--- config.mk ---
export PLATFORM = sky130hd
export DESIGN_NAME = ultrasonic_echo_ranger_unit
export DESIGN_NICKNAME = d
export VERILOG_FILES = /design/src/rtl/core/ueru_pkg.sv /design/src/rtl/core/ultrasonic_echo_ranger_unit.sv /design/src/rtl/core/ueru_seq.sv /design/src/rtl/core/ueru_div.sv /design/src/rtl/core/ueru_skid.sv
export VERILOG_INCLUDE_DIRS = /design/src /design/src/rtl/core
export SDC_FILE = /design/constraint.sdc
export NUM_CORES = 1
export LEC_CHECK = 0
export ABC_AREA = 1
export BUFFER_PORTS_ARGS = -buffer_cell sky130_fd_sc_hd__buf_2
export CAP_MARGIN = 20
export CORE_UTILIZATION = 65
export CTS_CLUSTER_DIAMETER = 40
export DETAILED_ROUTE_END_ITERATION = 12
export PLACE_DENSITY = 0.95
export SYNTH_ARGS = -nofsm -noshare
export SYNTH_HDL_FRONTEND = slang
export SYNTH_SLANG_ARGS = --single-unit
--- constraint.sdc ---
create_clock -name clk_i -period 13.8 [get_ports clk_i]
set_input_delay 0 -clock clk_i [delete_from_list [all_inputs] [get_ports clk_i]]
set_output_delay 0 -clock clk_i [all_outputs]
set_load 0.03 [all_outputs]
--- src/rtl/core/ultrasonic_echo_ranger_unit_macros.svh ---
// Assertion macros shared by the ultrasonic echo ranger RTL.
`ifndef ULTRASONIC_ECHO_RANGER_UNIT_MACROS_SVH
`define ULTRASONIC_ECHO_RANGER_UNIT_MACROS_SVH
`ifndef SYNTHESIS
// Property must hold at every clock edge outside reset.
`define UERU_ASSERT(name, clk, rst_n, prop) \
  name: assert property (@(posedge clk) disable iff (!rst_n) (prop)) \
    else $error("assertion failed");
// Condition must never be true at a clock edge outside reset.
`define UERU_ASSERT_NEVER(name, clk, rst_n, cond) \
  name: assert property (@(posedge clk) disable iff (!rst_n) !(cond)) \
    else $error("forbidden condition seen");
`else
`define UERU_ASSERT(name, clk, rst_n, prop)
`define UERU_ASSERT_NEVER(name, clk, rst_n, cond)
`endif
`endif

--- src/rtl/core/ueru_pkg.sv ---
// Types and constants of the ultrasonic echo ranger.
package ueru_pkg;

  localparam int unsigned CountW   = 20;
  localparam int unsigned TrigW    = 8;
  localparam int unsigned RiseW    = 20;
  localparam int unsigned LimitW   = 16;
  localparam int unsigned GapW     = 20;
  localparam int unsigned CfgDataW = 20;
  localparam int unsigned PulseW   = 15;
  localparam int unsigned DistW    = 10;

  localparam int unsigned PreLowTicks  = 20;
  localparam int unsigned PostLowTicks = 40;

  // Echo microseconds per centimeter, valid from 32 to 64.
  localparam int unsigned UsPerCm = 58;

  localparam logic [TrigW-1:0]  TrigRst  = 8'd30;
  localparam logic [RiseW-1:0]  RiseRst  = 20'd600000;
  localparam logic [LimitW-1:0] LimitRst = 16'd60000;
  localparam logic [GapW-1:0]   GapRst   = 20'd327680;

  typedef enum logic [2:0] {
    PH_GAP  = 3'd0,
    PH_PRE  = 3'd1,
    PH_TRIG = 3'd2,
    PH_POST = 3'd3,
    PH_WAIT = 3'd4,
    PH_MEAS = 3'd5
  } phase_e;

  typedef enum logic [1:0] {
    ST_NONE    = 2'd0,
    ST_DIST    = 2'd1,
    ST_NO_OBST = 2'd2,
    ST_TIMEOUT = 2'd3
  } status_e;

  typedef enum logic [1:0] {
    CFG_TRIGGER = 2'd0,
    CFG_RISE    = 2'd1,
    CFG_LIMIT   = 2'd2,
    CFG_GAP     = 2'd3
  } cfg_idx_e;

  typedef struct packed {
    logic              drive_en;
    logic              drive_lvl;
    status_e           status;
    logic [PulseW-1:0] pulse_us;
  } res_t;

  typedef struct packed {
    res_t             res;
    logic [DistW-1:0] distance_cm;
  } out_t;

endpackage

--- src/rtl/core/ultrasonic_echo_ranger_unit.sv ---
// Top level of the single-pin ultrasonic echo ranger.
//
//   channel   direction  payload
//   s_axis    in         tdata[0] echo_level, one 0.5 us tick per transaction
//   m_axis    out        tdata pin drive, pulse_us, distance_cm; tuser status
//   cfg       in         cfg_idx_i selects the setting, cfg_data_i its value
//
// Every input transaction yields exactly one output transaction.
// A tick can be taken in every cycle unless the output stalls; its result passes three
// registers (sequencer register, distance stage, output register) on the way out.
// The sequencer state advances only on accepted ticks, so stalls never lose time.
// After reset the block is in the gap phase with the default settings.
`include "ultrasonic_echo_ranger_unit_macros.svh"

module ultrasonic_echo_ranger_unit (
  input  logic        clk_i,
  input  logic        rst_ni,
  input  logic        cfg_we_i,
  input  logic [1:0]  cfg_idx_i,
  input  logic [ueru_pkg::CfgDataW-1:0] cfg_data_i,
  input  logic        s_axis_tvalid,
  output logic        s_axis_tready,
  input  logic [7:0]  s_axis_tdata,  // [0] echo_level, [7:1] zero
  output logic        m_axis_tvalid,
  input  logic        m_axis_tready,
  // [0] pin_drive_enable, [1] pin_drive_level, [16:2] pulse_us,
  // [26:17] distance_cm, [31:27] zero
  output logic [31:0] m_axis_tdata,
  output logic [1:0]  m_axis_tuser   // [1:0] status
);
  import ueru_pkg::*;

  res_t res;
  out_t div_out, out;
  logic res_valid, res_ready, div_valid, div_ready;

  ueru_seq u_seq (
    .clk_i       (clk_i),
    .rst_ni      (rst_ni),
    .cfg_we_i    (cfg_we_i),
    .cfg_idx_i   (cfg_idx_e'(cfg_idx_i)),
    .cfg_data_i  (cfg_data_i),
    .in_valid_i  (s_axis_tvalid),
    .in_ready_o  (s_axis_tready),
    .echo_i      (s_axis_tdata[0]),
    .res_valid_o (res_valid),
    .res_ready_i (res_ready),
    .res_o       (res)
  );

  ueru_div u_div (
    .clk_i       (clk_i),
    .rst_ni      (rst_ni),
    .in_valid_i  (res_valid),
    .in_ready_o  (res_ready),
    .res_i       (res),
    .out_valid_o (div_valid),
    .out_ready_i (div_ready),
    .out_o       (div_out)
  );

  ueru_skid u_skid (
    .clk_i       (clk_i),
    .rst_ni      (rst_ni),
    .in_valid_i  (div_valid),
    .in_ready_o  (div_ready),
    .in_i        (div_out),
    .out_valid_o (m_axis_tvalid),
    .out_ready_i (m_axis_tready),
    .out_o       (out)
  );

  assign m_axis_tdata = {5'b0, out.distance_cm, out.res.pulse_us,
                         out.res.drive_lvl, out.res.drive_en};
  assign m_axis_tuser = out.res.status;

  // A measurement result always comes with the pin released.
  `UERU_ASSERT(a_result_released, clk_i, rst_ni,
    (m_axis_tvalid && m_axis_tuser != ST_NONE) |-> !m_axis_tdata[0])
  // The pin is only driven high while it is driven.
  `UERU_ASSERT(a_level_needs_drive, clk_i, rst_ni,
    (m_axis_tvalid && m_axis_tdata[1]) |-> m_axis_tdata[0])
  // Pulse and distance are zero unless a distance is reported.
  `UERU_ASSERT(a_payload_only_dist, clk_i, rst_ni,
    (m_axis_tvalid && m_axis_tuser != ST_DIST) |-> (m_axis_tdata[26:2] == 25'd0))
  // Input is only held off while a result waits at the output.
  `UERU_ASSERT_NEVER(a_stall_needs_output, clk_i, rst_ni,
    !s_axis_tready && !m_axis_tvalid)

endmodule

--- src/rtl/core/ueru_seq.sv ---
// Measurement sequencer: phase state, tick counter, settings and the result register.
module ueru_seq (
  input  logic               clk_i,
  input  logic               rst_ni,
  input  logic               cfg_we_i,
  input  ueru_pkg::cfg_idx_e cfg_idx_i,
  input  logic [ueru_pkg::CfgDataW-1:0] cfg_data_i,
  input  logic               in_valid_i,
  output logic               in_ready_o,
  input  logic               echo_i,
  output logic               res_valid_o,
  input  logic               res_ready_i,
  output ueru_pkg::res_t     res_o
);
  import ueru_pkg::*;

  logic [TrigW-1:0]  trig_q;
  logic [RiseW-1:0]  rise_q;
  logic [LimitW-1:0] limit_q;
  logic [GapW-1:0]   gap_q;

  phase_e            phase_q, phase_d;
  logic [CountW-1:0] cnt_q, cnt_d, cnt_inc;
  logic              gap_done, accept;
  res_t              res_q, res_d;
  logic              res_valid_q;

  assign cnt_inc    = cnt_q + CountW'(1);
  assign gap_done   = cnt_q >= CountW'(gap_q);
  assign in_ready_o = !res_valid_q || res_ready_i;
  assign accept     = in_valid_i && in_ready_o;

  always_ff @(posedge clk_i or negedge rst_ni) begin
    if (!rst_ni) begin
      trig_q  <= TrigRst;
      rise_q  <= RiseRst;
      limit_q <= LimitRst;
      gap_q   <= GapRst;
    end else if (cfg_we_i) begin
      unique case (cfg_idx_i)
        CFG_TRIGGER: trig_q  <= cfg_data_i[TrigW-1:0];
        CFG_RISE:    rise_q  <= cfg_data_i[RiseW-1:0];
        CFG_LIMIT:   limit_q <= cfg_data_i[LimitW-1:0];
        CFG_GAP:     gap_q   <= cfg_data_i[GapW-1:0];
        default:     trig_q  <= trig_q;
      endcase
    end
  end

  // Next phase and tick count for the tick being accepted.
  always_comb begin
    phase_d = phase_q;
    cnt_d   = cnt_inc;
    unique case (phase_q)
      PH_PRE: begin
        if (cnt_inc >= CountW'(PreLowTicks)) begin
          phase_d = PH_TRIG;
          cnt_d   = '0;
        end
      end
      PH_TRIG: begin
        if (cnt_inc >= CountW'(trig_q)) begin
          phase_d = PH_POST;
          cnt_d   = '0;
        end
      end
      PH_POST: begin
        if (cnt_inc >= CountW'(PostLowTicks)) begin
          phase_d = PH_WAIT;
          cnt_d   = '0;
        end
      end
      PH_WAIT: begin
        if (echo_i) begin
          phase_d = PH_MEAS;
          cnt_d   = '0;
        end else if (cnt_inc >= CountW'(rise_q)) begin
          phase_d = PH_GAP;
          cnt_d   = '0;
        end
      end
      PH_MEAS: begin
        if (!echo_i || cnt_inc > CountW'(limit_q)) begin
          phase_d = PH_GAP;
          cnt_d   = '0;
        end
      end
      default: begin
        // The gap ends on the tick that finds the count done; that tick is the
        // first pre-low tick.
        if (gap_done) begin
          phase_d = PH_PRE;
          cnt_d   = CountW'(1);
        end else begin
          phase_d = PH_GAP;
        end
      end
    endcase
  end

  // Result of the tick being accepted.
  always_comb begin
    res_d = '{drive_en: 1'b0, drive_lvl: 1'b0, status: ST_NONE, pulse_us: '0};
    unique case (phase_q)
      PH_PRE, PH_POST: res_d.drive_en = 1'b1;
      PH_TRIG: begin
        res_d.drive_en  = 1'b1;
        res_d.drive_lvl = 1'b1;
      end
      PH_WAIT: begin
        if (!echo_i && cnt_inc >= CountW'(rise_q)) res_d.status = ST_TIMEOUT;
      end
      PH_MEAS: begin
        if (!echo_i) begin
          res_d.status   = ST_DIST;
          res_d.pulse_us = cnt_q[PulseW:1];
        end else if (cnt_inc > CountW'(limit_q)) begin
          res_d.status = ST_NO_OBST;
        end
      end
      default: res_d.drive_en = gap_done;
    endcase
  end

  always_ff @(posedge clk_i or negedge rst_ni) begin
    if (!rst_ni) begin
      phase_q     <= PH_GAP;
      cnt_q       <= '0;
      res_valid_q <= 1'b0;
    end else if (accept) begin
      phase_q     <= phase_d;
      cnt_q       <= cnt_d;
      res_valid_q <= 1'b1;
    end else if (res_ready_i) begin
      res_valid_q <= 1'b0;
    end
  end

  always_ff @(posedge clk_i) begin
    if (accept) begin
      res_q <= res_d;
    end
  end

  assign res_valid_o = res_valid_q;
  assign res_o       = res_q;

endmodule

--- src/rtl/core/ueru_div.sv ---
// Distance stage: divides the echo width by the microseconds per centimeter.
module ueru_div (
  input  logic           clk_i,
  input  logic           rst_ni,
  input  logic           in_valid_i,
  output logic           in_ready_o,
  input  ueru_pkg::res_t res_i,
  output logic           out_valid_o,
  input  logic           out_ready_i,
  output ueru_pkg::out_t out_o
);
  import ueru_pkg::*;

  // Rounded-up reciprocal; exact for every 15-bit pulse while the divisor is
  // at most 64.
  localparam int unsigned DivShift = PulseW + 6;
  localparam int unsigned ProdW    = PulseW + DivShift;
  localparam logic [DivShift-1:0] RecipK =
    DivShift'(((64'd1 << DivShift) + UsPerCm - 1) / UsPerCm);

  logic [ProdW-1:0] prod;
  logic             valid_q, accept;
  out_t             out_q;

  assign prod       = ProdW'(res_i.pulse_us) * ProdW'(RecipK);
  assign in_ready_o = !valid_q || out_ready_i;
  assign accept     = in_valid_i && in_ready_o;

  always_ff @(posedge clk_i or negedge rst_ni) begin
    if (!rst_ni) begin
      valid_q <= 1'b0;
    end else if (accept) begin
      valid_q <= 1'b1;
    end else if (out_ready_i) begin
      valid_q <= 1'b0;
    end
  end

  always_ff @(posedge clk_i) begin
    if (accept) begin
      out_q.res         <= res_i;
      out_q.distance_cm <= prod[DivShift +: DistW];
    end
  end

  assign out_valid_o = valid_q;
  assign out_o       = out_q;

endmodule

--- src/rtl/core/ueru_skid.sv ---
// Output register with a skid entry, so the upstream ready is a flop.
module ueru_skid (
  input  logic           clk_i,
  input  logic           rst_ni,
  input  logic           in_valid_i,
  output logic           in_ready_o,
  input  ueru_pkg::out_t in_i,
  output logic           out_valid_o,
  input  logic           out_ready_i,
  output ueru_pkg::out_t out_o
);
  import ueru_pkg::*;

  out_t out_q, skid_q;
  logic out_valid_q, skid_valid_q;
  logic out_free;

  assign in_ready_o = !skid_valid_q;
  assign out_free   = !out_valid_q || out_ready_i;

  always_ff @(posedge clk_i or negedge rst_ni) begin
    if (!rst_ni) begin
      out_valid_q  <= 1'b0;
      skid_valid_q <= 1'b0;
    end else if (out_free) begin
      // The skid entry drains first; upstream is held off while it is full.
      out_valid_q  <= skid_valid_q || in_valid_i;
      skid_valid_q <= 1'b0;
    end else if (in_valid_i && !skid_valid_q) begin
      skid_valid_q <= 1'b1;
    end
  end

  always_ff @(posedge clk_i) begin
    if (out_free) begin
      out_q <= skid_valid_q ? skid_q : in_i;
    end else if (in_valid_i && !skid_valid_q) begin
      skid_q <= in_i;
    end
  end

  assign out_valid_o = out_valid_q;
  assign out_o       = out_q;

endmodule
======== Word level (Yosys, flattened, before mapping) ========
Index checks and enable logic that the tools add are counted.
word-level totals
  bits in registers ....................... 197
  bits of input ports ..................... 35
  output and inout port bits .............. 36
  logic and storage cells ................. 108
cells by class
  add/sub/neg operators ................... 1
  $mul .................................... 1
  $lt $le $gt $ge ......................... 6
  equality and inequality tests ........... 14
  muxes and demuxes ....................... 29
  bitwise logic cells ..................... 2
  reduce and logical (&&, ||, !) cells .... 26
operators by type and width
  kind                                                  number
  two-way mux 20 bit                                    7
  one-hot mux 20 bit (5 select lines)                   1
  >= comparator 20 bit                                  2
  multiplier 15 x 15 -> 30 bit, second input constant   1
  two-way mux 29 bit                                    1
  adder 20 x 1 -> 20 bit, second input constant         1
  >= comparator 20 x 5 -> 1 bit, second input constant  1
  >= comparator 20 x 6 -> 1 bit, second input constant  1
  >= comparator 20 x 8 -> 1 bit                         1
  greater-than comparator 20 x 16 -> 1 bit              1
  two-way mux 3 bit                                     6
  one-hot mux 3 bit (5 select lines)                    1
  AND reduction 2 bit                                   5
  two-way mux 1 bit                                     8
  != test 2 x 1 -> 1 bit, second input constant         4
  == test 3 x 2 -> 1 bit, second input constant         2
  == test 3 bit, second input constant                  2
  two-way mux 2 bit                                     3
  AND reduction 6 bit                                   1
  logical NOT 1 bit                                     5
  logical OR 1 bit                                      5
  == test 2 bit, second input constant                  2
  logical AND 1 bit                                     4
  one-hot mux 2 bit (2 select lines)                    1
  other kinds (10)                                      13

======== Depth between registers and ports, before layout ========
Gate-level depths: netlist of the first run.
  depth after elaboration ................. 5
  mapped depth ............................ 24
  mapped depth without buffers ............ 24

======== Hierarchy ========
A second synthesis of the first run with hierarchy kept.
unflattened totals
  cell total of the unflattened synthesis .. 1699
  area, all modules ....................... 14651.6 µm²
by module, submodules not included
  module                       times used  cells an instance  area each (µm²)  seq. area each (µm²)
  ueru_seq                     1           857                6681.4           2798.9
  ueru_div                     1           675                5748.0           895.9
  ueru_skid                    1           161                2180.8           1791.7
  ultrasonic_echo_ranger_unit  1           6                  41.3             0.0

======== Least setup slack after synthesis of the first run ========
Ideal clock, no wire load.
  path type ............................... reg2reg
  start ................................... register u_seq.res_q (netlist bit u_seq.res_o[11])
  end ..................................... register u_div.out_q (netlist bit u_div.out_o[6]) (data pin)
  library setup time ...................... 259 ps
  data arrival time ....................... 4912 ps
  data required time ...................... 13541 ps
  slack ................................... 8629 ps
  cell stages (with the launch flop) ...... 21
  buffers on the path ..................... 0
  clock period less this slack ............ 5171 ps
  path through ............................ edfxtp_1 > fa_1 > inv_1 > fa_1 > inv_1 > fa_1 > fa_1 > fa_1 > inv_1 > fa_1 > inv_1 > ha_1 > a21oi_1 > o21ai_0 > a21oi_1 > nand3_1 > nand2_1 > nand2_1 > nand3_1 > nand2_1 > xor2_1
between the ends
  cells in the longest elaborated chain, start to end .. 1
RTL lines
  item                          RTL line         RTL
  start: declaration            ueru_seq.sv:25   res_t res_q, res_d;
  start signal: assignment      ueru_seq.sv:141  res_q <= res_d;
  multiplier 15 x 15 -> 30 bit  ueru_div.sv:25   assign prod = ProdW'(res_i.pulse_us) * ProdW'(RecipK);
  named net u_div.prod[27]      ueru_div.sv:21   logic [ProdW-1:0] prod;
  end: declaration              ueru_div.sv:23   out_t out_q;
The timed path passes the listed nets, and every way through them passes these cells.
A chain may end at the register's enable or synchronous reset.

======== Worst setup path after layout of the first run ========
  start ................................... register u_seq.res_q (netlist bit u_seq.res_o[12])
  end ..................................... register u_div.out_q (netlist bit u_div.out_o[6]) (data pin)
The elaborated chain is that of the path after synthesis.

==> results of run 1 <==
## per-layer routing
| metal | track usage [%] | vias up | share of wire [%] |
|---|---|---|---|
| met4 | 16.2 | 0 | 4.5 |
| met1 | 38.8 | 5214 | 38 |
| met5 | 0 | - | 0 |
| met2 | 55.3 | 579 | 50 |
| li1 | - | 5020 | - |
| met3 | 5.98 | 135 | 7.3 |
## worst max path at each step
| stage | from | to | slack, ns | cells past startpoint |
|---|---|---|---|---|
| final | u_seq.res_o[12] | u_div.out_o[6] | 7.65 | 20 |
| after global routing | u_seq.res_o[12] | u_div.out_o[6] | 7.46 | 20 |
| after CTS | u_seq.res_o[12] | u_div.out_o[6] | 7.77 | 20 |
| after detailed placement | u_seq.res_o[12] | u_div.out_o[6] | 7.87 | 20 |
| after global placement | u_seq.res_o[11] | u_div.out_o[6] | 8.20 | 20 |
| after floorplan | u_seq.res_o[11] | u_div.out_o[6] | 8.63 | 20 |
## registers in the layout, indices dropped and copies added (netlist names), 3 cells and up
signal,flops
u_seq.cnt_q,20
u_seq.phase_q,3
u_skid.skid_q,29
u_div.out_o,29
u_seq.limit_q,16
u_skid.out_o,29
u_seq.gap_q,20
u_seq.trig_q,8
u_seq.res_o,19
u_seq.rise_q,20
## area by class of cell
| type | instances | area share, % |
|---|---|---|
| sequential | 197 | 35.2 |
| tap | 275 | 2.21 |
| inverter | 322 | 7.76 |
| multi-input combinational | 978 | 47.1 |
| clock buffer | 18 | 2.75 |
| timing repair buffer | 91 | 3.87 |
| clock inverter | 14 | 1.14 |
## cells in the final DEF, fill, tap and decap left out, drive strengths merged, types with 57 or more instances in the layout
cell type | synthesis | final
fa | 77 | 77
inv | 322 | 329
nor2 | 90 | 90
ha | 180 | 180
a21oi | 57 | 57
dfrtp | 70 | 70
buf | 12 | 66
nand2 | 325 | 325
nand3 | 59 | 59
o21ai | 83 | 83
edfxtp | 106 | 106
## where the power goes
group          internal [mW]  switching [mW]
sequential             0.759          0.0695
combinational          0.537           0.969
clock                  0.262           0.258
## critical path, cell delays in order, from the launching register on
cell and delay [ns]:
edfxtp_1 0.66, fa_1 0.61, inv_1 0.05, fa_1 0.50, inv_1 0.07, fa_1 0.54
fa_1 0.45, fa_1 0.56, inv_1 0.06, fa_1 0.53, inv_1 0.05, ha_1 0.36
a21oi_1 0.25, o21ai_0 0.14, a21oi_1 0.16, nand3_1 0.19, nand2_1 0.17, nand2_1 0.12
nand3_1 0.11, nand2_1 0.09, xor2_1 0.18
## what timing repair did
| item | 4_1_cts | 5_1_grt |
|---|---|---|
| hold endpoints to repair | 88 | 0 |
| hold buffers | 25 | 0 |
| endpoints found under the setup margin | 0 | 0 |
## cells by family after synthesis
family | share of synthesized area, %
AO/OA/AOI/OAI | 6.43
XOR/XNOR | 1.30
adder cells (fa/ha/maj) | 26.8
buffers and inverters | 9.65
flip-flops | 38.7
multiplexers | 2.31
other | 0.0265
AND/OR/NAND/NOR | 14.8
==> impl_metrics.yaml, run 1 <==
finish:
  multi_input_area_um2: 7330
  nNetsFinal: 1899
  n_antenna_cell: 0
  postLayoutCoreUtil_pct: 73.4
  final_layout_size_suffix_gt1_share_pct: 10.8
  synthToLayoutAreaGrowth_pct: 10.0
  final_cell_area_um2: 15600
  layout.cells.non_filler: 1895
  nFillCells: 1355
  seq_area_um2: 5490
synth:
  syn-instance-count: 1524
  synth_area_um2: 14200
  synth_area_leaders: "edfxtp_1, ha_1, dfrtp_1, fa_1, inv_1"
  netlist_top_cells_count: "inv_1, nand2_1, ha_1"
  ys_types: 46
  yosys_warnings: 0
  synth_top_area_share_pct: 22.5
  synth_flop_cell: "edfxtp_1"
  syn_avg_cell_area_um2: 9.29
  synth_seq_cells: 197
  synth_top_cell_by_area: "edfxtp_1"
  synth-seq-area-share_pct: 38.7
  async_reset_ff_share_pct: 46.2
  synth-edff-count: 106
drt:
  drtPass1Iterations: 6
  drtIter0Drc: 921
  vias: 10900
  drt-total-wl_mm: 33.6
  vias_per_cell: 5.78
  routedWlPerCell_um: 17.7
  drc: 0
  ant_nets: 0
sta:
  final_max_slew_viol_count: 0
  maxSlewHeadroom_pct: 31.8
  worst_hold_slack_ns: 0.0156
  setup-violations-final: 0
  period_needed_ns: 6.15
  layout_setup_ws_ns: 7.65
  hold_viol: 0
  fmax_mhz: 163
  skew_ns: 0.0214
  setup_tns_ns: 0
  period_share_pct: 44.6
  rsz0062_at_grt: "no"
  tightest_slew_ns: 1.02
worst_hold_path:
  holdPathStages: 4
  hold_end: "u_seq.res_o[16]"
  worstHoldStart: "s_axis_tdata[0]"
  hold_class: "primary input to register"
setup_path:
  end_kind: "register"
  crit_required_ns: 13.98
  rr_endpoint: "u_div.out_o[6]"
  critPathMaxFanout: 8
  worstPathArrival_ns: 6.33
  reg2regPathDepth: 20
  crit_type: "register to register"
  start_kind: "register"
  r2r_slack_ns: 7.65
  r2r_start: "u_seq.res_o[12]"
die:
  fp.dieArea_um2: 22400
  initial_core_util_pct: 66.8
  coreArea_um2: 21200
  num_io_pins: 71
  die_x_um: 150
  rows: 53
  dieHeight_um: 150
placed_design:
  port_buffers: 58
  dpl.cell_count: 1838
  dp_slack_ns: 7.87
  placed_area_um2: 14700
  gp_congestion: 0.911
  place_hpwl_mm: 24.4
clocking:
  cts_tree: "done"
  cts_max_level: 4
  cts_buffers: 17
  ctsLongestPathBuffers: 2
  clock_latency_ns: 0.46
  cts_resized: 0
  post_cts_buffers: 0
  cts-root-buf: "clkbuf_16"
  clk_pin_slew_ns: 0.07
  cts.sinks: 197
power_and_ir_drop:
  p_per_area_nw_per_um2: 183
  leakage_nw: 8.15
  max-vdd-ir-drop_uv: 133
  p_total_mw: 2.86
grt:
  grt.total_usage_pct: 32.2
  grt_max_degree: 68
  grt_pass1_wl_mm: 54.7
  grt_pass1_vias: 11200
  antenna_found_initial: 0
  overflow: 0
job:
  drv_cap: 0
run_status:
  status: "complete, no violations"
(Power assumes the default switching activity.)
==> run 2, diff against run 1 <==
- ABC_AREA: 1 -> 0
- CORE_UTILIZATION: 65 -> 63
- PLACE_DENSITY: 0.95 -> 0.93
- clock period: 13.8 -> 6.3 ns (I/O delays scaled with it)
==> run 2 against run 1 <==
Against the previous run:
- count of clock-buffer cells in the layout unchanged
- flip-flop and latch count stayed put
- clock power grew 120%
- area after synthesis decreased by 4.5%
- die area is 1.4% lower
- first-iteration DRC count grew 15%
- maximum frequency up 0.39%
- setup slack worse by 7.5 ns
- critical path type unchanged
- largest power group unchanged
==> impl_metrics.yaml, run 2 <==
run_status:
  status: "complete, no violations"
placed_design:
  dpl.cell_count: 1470
  placed_area_um2: 14100
  gp_congestion: 0.913
  dp_slack_ns: -0.00540
  place_hpwl_mm: 21.7
  port_buffers: 58
sta:
  final_max_slew_viol_count: 0
  tightest_slew_ns: 1.06
  rsz0062_at_grt: "yes"
  skew_ns: 0.0168
  setup_tns_ns: 0
  maxSlewHeadroom_pct: 29.4
  setup-violations-final: 0
  period_needed_ns: 6.13
  worst_hold_slack_ns: 0.0548
  layout_setup_ws_ns: 0.174
  fmax_mhz: 163
  period_share_pct: 97.2
  hold_viol: 0
drt:
  ant_nets: 0
  routedWlPerCell_um: 19.9
  drtPass1Iterations: 6
  vias_per_cell: 6.06
  vias: 9277
  drtIter0Drc: 1061
  drt-total-wl_mm: 30.4
  drc: 0
synth:
  synth_area_um2: 13500
  synth_top_area_share_pct: 23.5
  synth_top_cell_by_area: "edfxtp_1"
  synth_seq_cells: 197
  syn-instance-count: 1151
  async_reset_ff_share_pct: 46.2
  synth-edff-count: 106
  ys_types: 66
  synth_xor_xnor_area_share_pct: 1.81
  netlist_top_cells_count: "inv_1, ha_1, edfxtp_1"
  synth-simple-area-share_pct: 6.96
  synth-seq-area-share_pct: 40.6
  synth-compound-area-share_pct: 8.24
  synth_fa_ha_area_share_pct: 28.0
  synth_top_family_by_area: "adder cells"
  synth_area_leaders: "edfxtp_1, ha_1, dfrtp_1, fa_1, mux2_2"
  yosys_warnings: 0
  synth.area.mux_share_pct: 7.23
  synth_flop_cell: "edfxtp_1"
  synth_most_common_cell: "inv_1"
  syn_avg_cell_area_um2: 11.8
setup_path:
  start_kind: "register"
  slowest_stage: "fa_1"
  cp_num_buf_inv: 6
  slowest_delay_ns: 0.57
  crit_top_cell: "fa_1"
  critPathMaxFanout: 5
  crit_required_ns: 6.50
  critPathTopFamily: "adder cells"
  crit_type: "register to register"
  cp_cell_sequence: "fa_1, inv_1, fa_1, inv_1, fa_1, fa_1, fa_1, inv_1, fa_1, inv_1, ha_1, a21oi_1, o211ai_1, a211oi_1, a2111oi_1, buf_4, o2111ai_2, a21oi_2, buf_4, o211ai_1, nand3b_1"
  end_kind: "register"
  worstPathArrival_ns: 6.32
clocking:
  cts.sinks: 197
  ctsLongestPathBuffers: 2
  cts-root-buf: "clkbuf_16"
  clock_latency_ns: 0.45
  cts_tree: "done"
  cts_max_level: 4
  cts_buffers: 17
  clk_pin_slew_ns: 0.08
worst_hold_path:
  hold_class: "primary input to asynchronous set/reset pin"
power_and_ir_drop:
  leakage_nw: 7.31
  p_total_mw: 5.46
  max-vdd-ir-drop_uv: 236
  p_per_area_nw_per_um2: 362
finish:
  nNetsFinal: 1534
  final_layout_size_suffix_gt1_share_pct: 18.7
  final_cell_mix: "inv_1, ha_1, edfxtp_1"
  postLayoutCoreUtil_pct: 71.7
  final_cell_area_um2: 15100
  layout.cells.non_filler: 1530
  n_antenna_cell: 0
  nFillCells: 1240
  synthToLayoutAreaGrowth_pct: 11.4
  final_common_cell: "inv_1"
die:
  coreArea_um2: 21000
  dieHeight_um: 149
  rows: 53
  die_x_um: 149
  num_io_pins: 71
  initial_core_util_pct: 64.4
  fp.dieArea_um2: 22100
grt:
  antenna_found_initial: 1
  overflow: 0
  grt_pass1_wl_mm: 48.9
  grt_max_degree: 72
  grt_pass1_vias: 9590
  grt.total_usage_pct: 29.2
job:
  drv_cap: 0
## run 2: cell types whose count changed in the layout (fill, tap and decap cells not counted), sizes merged, moves of 14 or more
| cell | before | now |
|---|---|---|
| nand2 | 325 | 37 |
| xnor2 | 3 | 19 |
| mux2 | 29 | 86 |
| o21ai | 83 | 27 |
| a21o | 11 | 25 |
| nor2 | 90 | 33 |
| buf | 66 | 80 |
| inv | 329 | 217 |
| nand3 | 59 | 18 |
| and2 | 1 | 20 |
| a21oi | 57 | 31 |
## run 2: layout make-up
cell class	count	area, um^2	share of cell area [%]
timing repair buffer	103	703	4.66
sequential	197	5490	36.4
clock buffer	18	429	2.85
multi-input combinational	712	7120	47.2
inverter	211	792	5.25
tap	275	344	2.28
clock inverter	14	204	1.35
## run 2: report_power, final
group | internal [mW] | switching [mW]
logic | 1.03 | 1.42
clock network | 0.615 | 0.550
registers | 1.65 | 0.204
## run 2: worst paths after layout
kind	startpoint	endpoint	slack (ns)	cells past startpoint
hold / removal	rst_ni	u_seq.gap_q[16]	0.05	2
min in group clk_i	cfg_idx_i[1]	u_seq.trig_q[1]	0.06	5
max in group asynchronous	rst_ni	u_seq.cnt_q[2]	4.93	3
setup reg to reg	u_seq.res_o[12]	u_div.out_o[9]	0.17	21
setup / recovery	u_seq.res_o[12]	u_div.out_o[9]	0.17	21
hold reg to reg	u_seq.res_o[18]	u_div.out_o[28]	0.42	0
## run 2: repair_timing
action,4_1_cts,5_1_grt
setup endpoints to repair,1,5
hold buffers,23,0
resized for setup,0,5
setup buffers,2,1
hold endpoints to repair,85,0
pin swaps,0,1
## run 2: kinds of logic (layout without fill, tap and decap cells)
kind of cell,Yosys count,in the layout
fa+ha+maj,257,257
buf+inv,246,346
flops,197,197
simple gates,177,177
compound gates,158,158
mux,87,87
xor+xnor,28,28
other cells,1,5
## run 2: routing by layer
layer | up-vias | share of wire (%) | wire length (um) | track usage, %
li1 | 4161 | - | - | -
met1 | 4554 | 39 | 11800 | 35.7
met2 | 450 | 51 | 15400 | 49.8
met3 | 110 | 6.8 | 2080 | 5.95
met4 | 2 | 3.8 | 1160 | 13.3
met5 | - | 0.039 | 12 | 0
